===== config.mk =====
export PLATFORM = sky130hd
export DESIGN_NAME = object_dictionary_search_table
export DESIGN_NICKNAME = d
export VERILOG_FILES = /design/src/design/odst_pkg.sv /design/src/design/object_dictionary_search_table.sv /design/src/design/odst_store.sv /design/src/design/odst_search.sv
export SDC_FILE = /design/constraint.sdc
export NUM_CORES = 2
export LEC_CHECK = 0
export BUFFER_PORTS_ARGS = -buffer_cell sky130_fd_sc_hd__buf_2
export CAP_MARGIN = 40
export CORE_ASPECT_RATIO = 1.25
export CORE_MARGIN = 10
export CORE_UTILIZATION = 34
export DETAILED_ROUTE_END_ITERATION = 8
export PLACE_DENSITY = 0.47
export SLEW_MARGIN = 30
export SYNTH_ARGS = -nofsm -noshare
export SYNTH_HDL_FRONTEND = slang
export SYNTH_HIERARCHICAL = 1
export SYNTH_SLANG_ARGS = --single-unit

===== constraint.sdc =====
create_clock -name clk -period 6.6 [get_ports clk]
set_input_delay 0.99 -clock clk [delete_from_list [all_inputs] [get_ports clk]]
set_output_delay 0.99 -clock clk [all_outputs]
set_load 0.02 [all_outputs]

===== src/design/odst_pkg.sv =====
package odst_pkg;

    localparam int ENTRIES = 64;
    localparam int IDX_W   = (ENTRIES > 1) ? $clog2(ENTRIES) : 1;
    localparam int CNT_W   = $clog2(ENTRIES + 1);
    localparam int KEY_W   = 24;
    localparam int VAL_W   = 32;

    localparam int RIGHT_READ  = 0;
    localparam int RIGHT_WRITE = 1;

    typedef logic [IDX_W-1:0] idx_t;
    typedef logic [CNT_W-1:0] cnt_t;
    typedef logic [KEY_W-1:0] key_t;
    typedef logic [VAL_W-1:0] val_t;

    typedef enum logic [1:0] {
        ACT_ADD   = 2'd0,
        ACT_READ  = 2'd1,
        ACT_WRITE = 2'd2,
        ACT_FORCE = 2'd3
    } action_t;

    typedef enum logic [1:0] {
        ST_OK            = 2'd0,
        ST_NOT_FOUND     = 2'd1,
        ST_NOT_PERMITTED = 2'd2,
        ST_FULL          = 2'd3
    } status_t;

    typedef struct packed {
        key_t       key;
        logic [1:0] rights;
        val_t       value;
    } entry_t;

    typedef struct packed {
        action_t    action;
        key_t       key;
        logic [1:0] rights;
        val_t       wval;
    } item_t;

    typedef struct packed {
        logic   we;
        idx_t   waddr;
        entry_t wdata;
        idx_t   raddr;
    } mem_req_t;

    typedef struct packed {
        status_t status;
        val_t    value;
    } res_t;

endpackage


===== src/design/object_dictionary_search_table.sv =====
// key/value table with binary search over ascending keys
// input channel: in_valid/in_ready carrying action, index, subindex,
//   access_rights and write_value; one transfer is one action
// output channel: out_valid/out_ready carrying status and read_value;
//   every input transfer gives exactly one output transfer, in order
// add goes straight from idle to the done state, from which its result is
//   loaded into the output register once that register is free
// read and both writes reach the done state after p probes of the entry
//   memory in the probe and check states (p is zero for an empty table and
//   at most log2(ENTRIES)+1), and load the output register from there;
//   each probe is one read of the entry memory, whose data returns in the
//   next cycle and decides the next probe address
// one action is worked at a time; in_ready is high only while idle, so the
//   next input transfer waits until the done state hands its result on
// the result sits in an output register, so the next action can be taken
//   while that result waits; a stalled receiver only holds the engine once
//   a second result is ready
// reset clears the entry count, so the table is empty; entry storage is
//   not cleared and needs no clearing pass
module object_dictionary_search_table (
    input  logic        clk,
    input  logic        rst_n,
    input  logic        in_valid,
    output logic        in_ready,
    input  logic [1:0]  action,
    input  logic [15:0] index,
    input  logic [7:0]  subindex,
    input  logic [1:0]  access_rights,
    input  logic [31:0] write_value,
    output logic        out_valid,
    input  logic        out_ready,
    output logic [1:0]  status,
    output logic [31:0] read_value
);
    import odst_pkg::*;

    item_t    item;
    mem_req_t req;
    entry_t   rdata;
    res_t     res;
    logic     res_valid;
    logic     res_take;

    logic     out_valid_reg;
    status_t  status_reg;
    val_t     read_value_reg;

    assign item.action = action_t'(action);
    assign item.key    = {index, subindex};
    assign item.rights = access_rights;
    assign item.wval   = write_value;

    odst_search u_search (
        .clk       (clk),
        .rst_n     (rst_n),
        .in_valid  (in_valid),
        .in_ready  (in_ready),
        .item      (item),
        .req       (req),
        .rdata     (rdata),
        .res_valid (res_valid),
        .res_take  (res_take),
        .res       (res)
    );

    odst_store u_store (
        .clk   (clk),
        .req   (req),
        .rdata (rdata)
    );

    assign res_take = res_valid && (!out_valid_reg || out_ready);

    always_ff @(posedge clk or negedge rst_n)
    begin
        if (!rst_n)
        begin
            out_valid_reg <= 1'b0;
        end
        else if (res_take)
        begin
            out_valid_reg <= 1'b1;
        end
        else if (out_ready)
        begin
            out_valid_reg <= 1'b0;
        end
    end

    always_ff @(posedge clk)
    begin
        if (res_take)
        begin
            status_reg     <= res.status;
            read_value_reg <= res.value;
        end
    end

    assign out_valid  = out_valid_reg;
    assign status     = status_reg;
    assign read_value = read_value_reg;

endmodule


===== src/design/odst_store.sv =====
module odst_store (
    input  logic              clk,
    input  odst_pkg::mem_req_t req,
    output odst_pkg::entry_t   rdata
);
    import odst_pkg::*;

    entry_t entry_mem [ENTRIES];
    entry_t rdata_reg;

    always_ff @(posedge clk)
    begin
        if (req.we)
        begin
            entry_mem[req.waddr] <= req.wdata;
        end
        rdata_reg <= entry_mem[req.raddr];
    end

    assign rdata = rdata_reg;

endmodule


===== src/design/odst_search.sv =====
module odst_search (
    input  logic              clk,
    input  logic              rst_n,
    input  logic              in_valid,
    output logic              in_ready,
    input  odst_pkg::item_t    item,
    output odst_pkg::mem_req_t req,
    input  odst_pkg::entry_t   rdata,
    output logic              res_valid,
    input  logic              res_take,
    output odst_pkg::res_t     res
);
    import odst_pkg::*;

    typedef enum logic [1:0] {
        S_IDLE,
        S_PROBE,
        S_CHECK,
        S_DONE
    } state_t;

    state_t  state_reg, state_next;
    action_t act_reg, act_next;
    key_t    key_reg, key_next;
    val_t    wval_reg, wval_next;
    cnt_t    lo_reg, lo_next;
    cnt_t    hi_reg, hi_next;
    idx_t    mid_reg, mid_next;
    cnt_t    count_reg, count_next;
    status_t status_reg, status_next;
    val_t    value_reg, value_next;

    cnt_t    lo_cmp, hi_cmp, mid_cmp;

    // hi is exclusive here: the search range is lo .. hi-1
    function automatic cnt_t mid_of(input cnt_t lo, input cnt_t hi);
        cnt_t span;
        span = hi - lo - cnt_t'(1);
        return lo + (span >> 1);
    endfunction

    always_comb
    begin
        state_next  = state_reg;
        act_next    = act_reg;
        key_next    = key_reg;
        wval_next   = wval_reg;
        lo_next     = lo_reg;
        hi_next     = hi_reg;
        mid_next    = mid_reg;
        count_next  = count_reg;
        status_next = status_reg;
        value_next  = value_reg;
        in_ready    = 1'b0;
        res_valid   = 1'b0;
        req         = '0;
        lo_cmp      = lo_reg;
        hi_cmp      = hi_reg;
        mid_cmp     = '0;

        unique case (state_reg)
            S_IDLE:
            begin
                in_ready = 1'b1;
                if (in_valid)
                begin
                    act_next   = item.action;
                    key_next   = item.key;
                    wval_next  = item.wval;
                    value_next = '0;
                    if (item.action == ACT_ADD)
                    begin
                        if (count_reg == cnt_t'(ENTRIES))
                        begin
                            status_next = ST_FULL;
                        end
                        else
                        begin
                            req.we      = 1'b1;
                            req.waddr   = count_reg[IDX_W-1:0];
                            req.wdata   = '{key: item.key, rights: item.rights, value: '0};
                            count_next  = count_reg + cnt_t'(1);
                            status_next = ST_OK;
                        end
                        state_next = S_DONE;
                    end
                    else if (count_reg == '0)
                    begin
                        status_next = ST_NOT_FOUND;
                        state_next  = S_DONE;
                    end
                    else
                    begin
                        lo_next    = '0;
                        hi_next    = count_reg;
                        state_next = S_PROBE;
                    end
                end
            end

            S_PROBE:
            begin
                mid_cmp    = mid_of(lo_reg, hi_reg);
                req.raddr  = mid_cmp[IDX_W-1:0];
                mid_next   = mid_cmp[IDX_W-1:0];
                state_next = S_CHECK;
            end

            S_CHECK:
            begin
                if (rdata.key == key_reg)
                begin
                    status_next = ST_OK;
                    unique case (act_reg)
                        ACT_READ:
                        begin
                            if (rdata.rights[RIGHT_READ])
                            begin
                                value_next = rdata.value;
                            end
                            else
                            begin
                                status_next = ST_NOT_PERMITTED;
                            end
                        end
                        ACT_WRITE:
                        begin
                            if (rdata.rights[RIGHT_WRITE])
                            begin
                                req.we    = 1'b1;
                                req.waddr = mid_reg;
                                req.wdata = '{key: rdata.key, rights: rdata.rights,
                                              value: wval_reg};
                            end
                            else
                            begin
                                status_next = ST_NOT_PERMITTED;
                            end
                        end
                        ACT_FORCE:
                        begin
                            req.we    = 1'b1;
                            req.waddr = mid_reg;
                            req.wdata = '{key: rdata.key, rights: rdata.rights,
                                          value: wval_reg};
                        end
                        default:
                        begin
                            status_next = ST_OK;
                        end
                    endcase
                    state_next = S_DONE;
                end
                else
                begin
                    if (rdata.key < key_reg)
                    begin
                        lo_cmp = {1'b0, mid_reg} + cnt_t'(1);
                    end
                    else
                    begin
                        hi_cmp = {1'b0, mid_reg};
                    end
                    if (lo_cmp < hi_cmp)
                    begin
                        // next probe issued straight away, data back next cycle
                        mid_cmp   = mid_of(lo_cmp, hi_cmp);
                        req.raddr = mid_cmp[IDX_W-1:0];
                        mid_next  = mid_cmp[IDX_W-1:0];
                        lo_next   = lo_cmp;
                        hi_next   = hi_cmp;
                    end
                    else
                    begin
                        status_next = ST_NOT_FOUND;
                        state_next  = S_DONE;
                    end
                end
            end

            S_DONE:
            begin
                res_valid = 1'b1;
                if (res_take)
                begin
                    state_next = S_IDLE;
                end
            end

            default:
            begin
                state_next = S_IDLE;
            end
        endcase
    end

    always_ff @(posedge clk or negedge rst_n)
    begin
        if (!rst_n)
        begin
            state_reg  <= S_IDLE;
            act_reg    <= ACT_ADD;
            key_reg    <= '0;
            wval_reg   <= '0;
            lo_reg     <= '0;
            hi_reg     <= '0;
            mid_reg    <= '0;
            count_reg  <= '0;
            status_reg <= ST_OK;
            value_reg  <= '0;
        end
        else
        begin
            state_reg  <= state_next;
            act_reg    <= act_next;
            key_reg    <= key_next;
            wval_reg   <= wval_next;
            lo_reg     <= lo_next;
            hi_reg     <= hi_next;
            mid_reg    <= mid_next;
            count_reg  <= count_next;
            status_reg <= status_next;
            value_reg  <= value_next;
        end
    end

    assign res.status = status_reg;
    assign res.value  = value_reg;

endmodule


==> impl_metrics.json <==
{
  "clkLatencyLatePin_ns": 1.01,
  "crit_top_cell": "buf_12",
  "arrival_ns": 7.37,
  "cts_sinks": 3926,
  "cp-startpoint": "u_store/rdata[51]",
  "r2r_slack_ns": 0.09,
  "setup_viol": 0,
  "grt_max_degree": 65,
  "grt_pass1_wl_um": 681000,
  "max_cap_violations": 0,
  "yosys_warnings": 6,
  "cts_tree": "done",
  "largest_reg_flops": 3712,
  "row_count": 272,
  "crit_required_ns": 7.46,
  "reg2reg_from": "u_store/rdata[51]",
  "finalPower_mw": 109,
  "antenna_found_initial": 30,
  "ys_types": 70,
  "coreArea_um2": 439000,
  "start_util_pct": 34.1,
  "layout_common_cells": "3746 x edfxtp_1, 890 x mux4_2, 576 x buf_4",
  "yosys_register_bits": 3926,
  "synth-seq-area-share_pct": 77.8,
  "routedWlPerCell_um": 35.8,
  "hpwl_um": 299000,
  "crit_type": "flop to flop",
  "synthesis.area_um2": 150000,
  "dr_wl_met2_um": 252000,
  "synth-main-ff-cell": "edfxtp_1",
  "die_h_um": 763,
  "die_area_um2": 468000,
  "synth_edf_count": 3746,
  "io_buffers": 99,
  "status": "finished clean",
  "fmax_ghz": 0.154,
  "finalNetCount": 7992,
  "fin_cells": 14100,
  "period_needed_ns": 6.51,
  "async_flop_share_pct": 3.11,
  "via_per_inst": 5.54,
  "cp-start-kind": "flop",
  "wl_um": 504000,
  "cp-end-kind": "flop",
  "track_usage_pct": 20.9,
  "met3WireLength_um": 33100,
  "maxSlewViolCount": 0,
  "clk_pin_slew_ns": 0.06,
  "cts_buffers": 402,
  "drc_errors": 0,
  "clk_path_buf_depth": 4,
  "p_leak_nw": 51.9,
  "maxSlewHeadroom_pct": 42.8,
  "h-tree-depth": 5,
  "drt_iter0_drc": 8787,
  "hold_violations": 0,
  "rsz0062_at_grt": "true",
  "max_stage_delay_ns": 0.38,
  "synth_fp_nets": 6997,
  "cpMaxStageDelayCell": "or2_2",
  "route.top_layer_used": "met4",
  "final_common_cell": "edfxtp_1",
  "first_pass_iters": 6,
  "clock-root-buffer": "clkbuf_16",
  "grt_overflow": 0,
  "syn_inst": 6870,
  "globalplace.congestion": 0.820,
  "ir_drop_mv": 0.926,
  "layout-drive-gt1-share_pct": 33.9,
  "ant_nets": 0,
  "tightestPinTransition_ns": 0.858,
  "r2r-end": "u_store/rdata[5]",
  "endpoint": "u_store/rdata[5]",
  "drt-met1-wl_um": 203000,
  "grt_pass1_vias": 79700,
  "finalCritPeriodShare_pct": 98.6,
  "vias": 78100,
  "p_per_area_nw_per_um2": 603,
  "area_growth_syn_to_layout_pct": 20.7,
  "fin_skew_ns": 0.0758,
  "min_path_type": "primary input to flop",
  "fp.dieW_um": 614,
  "r2r_cells": 31,
  "placed_cells": 13300,
  "synth.avg_cell_area_um2": 21.8,
  "crit_fanout": 8,
  "ioPinCount": 100
}
[where the power goes]
part | leakage (nW) | switching, mW | internal, mW
Clock | 6.38 | 9.77 | 13.1
Sequential | 31.7 | 0.734 | 27.8
Combinational | 13.7 | 31.7 | 26.1
[stage by stage]
stage               cell area, um2  setup WS (ns)  setup TNS (ns)  hold WS [ns]  util (%)
floorplan                   150000          0.241               0         0.425         -
global placement            166000         -0.475           -7.53         0.430      37.7
detailed placement          166000         -0.553           -8.64         0.434      37.8
CTS                         180000         0.0546               0         0.112      40.9
global route                181000        -0.0704           -1.89         0.187      41.2
finish                      181000         0.0916               0         0.213      41.2
[critical path: cells and delay by family, from the launching register on]
family	cells	cell delay [ns]
flops	1	0.32
buf+inv	9	1.46
simple gates	9	1.78
compound gates	7	1.34
mux	1	0.25
fa+ha+maj	3	0.89
xor+xnor	2	0.28
[Yosys cell counts, types with 5 or more instances]
cell	count	area, um2
a211oi_1	14	105
a21o_1	7	52.6
a21oi_1	118	591
a221oi_1	40	350
a22o_1	49	429
a22oi_1	40	300
a31oi_1	5	31.3
and2_1	42	263
and3_1	12	75.1
buf_1	23	86.3
buf_2	137	686
buf_4	40	300
buf_6	7	78.8
clkbuf_1	176	661
dfrtp_1	122	3050
dfxtp_1	58	1160
edfxtp_1	3746	112000
ha_1	59	738
inv_1	70	263
mux2_2	76	856
mux2i_1	140	1400
mux4_2	890	20000
nand2_1	162	608
nand2b_1	22	138
nand3_1	58	290
nand3b_1	5	37.5
nand4_1	15	93.8
nor2_1	143	537
nor2b_1	27	169
nor3_1	11	55.1
nor4_1	48	300
o21a_1	12	90.1
o21ai_0	59	295
o21ai_1	12	60.1
o21bai_1	5	37.5
o221ai_1	79	692
o22a_1	38	333
o22ai_1	216	1350
o31ai_1	7	52.6
or2_2	8	50.1
or3_1	6	37.5
xnor2_1	21	184
xor2_1	8	70.1
[routing by layer]
| metal | up-vias | global-route usage, % |
|---|---|---|
| met1 | 43300 | 28.0 |
| met2 | 3083 | 35.5 |
| met3 | 673 | 2.91 |
| met4 | 0 | 5.78 |
| met5 | - | 0 |
| li1 | 31000 | - |
[layout make-up]
| type | count | area (um2) |
|---|---|---|
| diodes | 2 | 5.00 |
| clock buffers | 534 | 11000 |
| clock inverters | 204 | 2050 |
| fillers | 38500 | 258000 |
| inverters | 70 | 263 |
| multi-input cells | 2492 | 32700 |
| flip-flops and latches | 3926 | 117000 |
| well taps | 5891 | 7370 |
| repair buffers | 973 | 10800 |
[what timing repair did]
action,4_1_cts,5_1_grt
endpoints found under the setup margin,50,58
cloned,3,10
buffers inserted,15,36
hold endpoints to repair,38,0
resized for setup,57,100
pin swaps,1,13
hold buffers,1,0
[logic make-up (layout without fill, tap and decap cells)]
logic type      after synthesis  in the layout  synth area share (%)
xor+xnor                     31             31                 0.191
flops                      3926           3926                  77.8
fa+ha+maj                    63             63                 0.546
buf+inv                     453           1781                  1.38
other cells                   0              2                     0
simple gates                568            569                  1.83
mux                        1112           1112                  14.9
compound gates              717            717                  3.30
[how the worst min path moves through the flow]
stage	start	to	slack, ns	cells after the start
floorplan	u_search/value_reg[0]	read_value[0]	0.42	0
global placement	u_search/value_reg[25]	read_value[25]	0.43	0
detailed placement	u_search/value_reg[21]	read_value[21]	0.43	0
CTS	write_value[15]	u_search/wval_reg[15]	0.11	2
global route	write_value[16]	u_search/wval_reg[16]	0.19	2
finish	write_value[15]	u_search/wval_reg[15]	0.21	2
(Power assumes the default switching activity.)
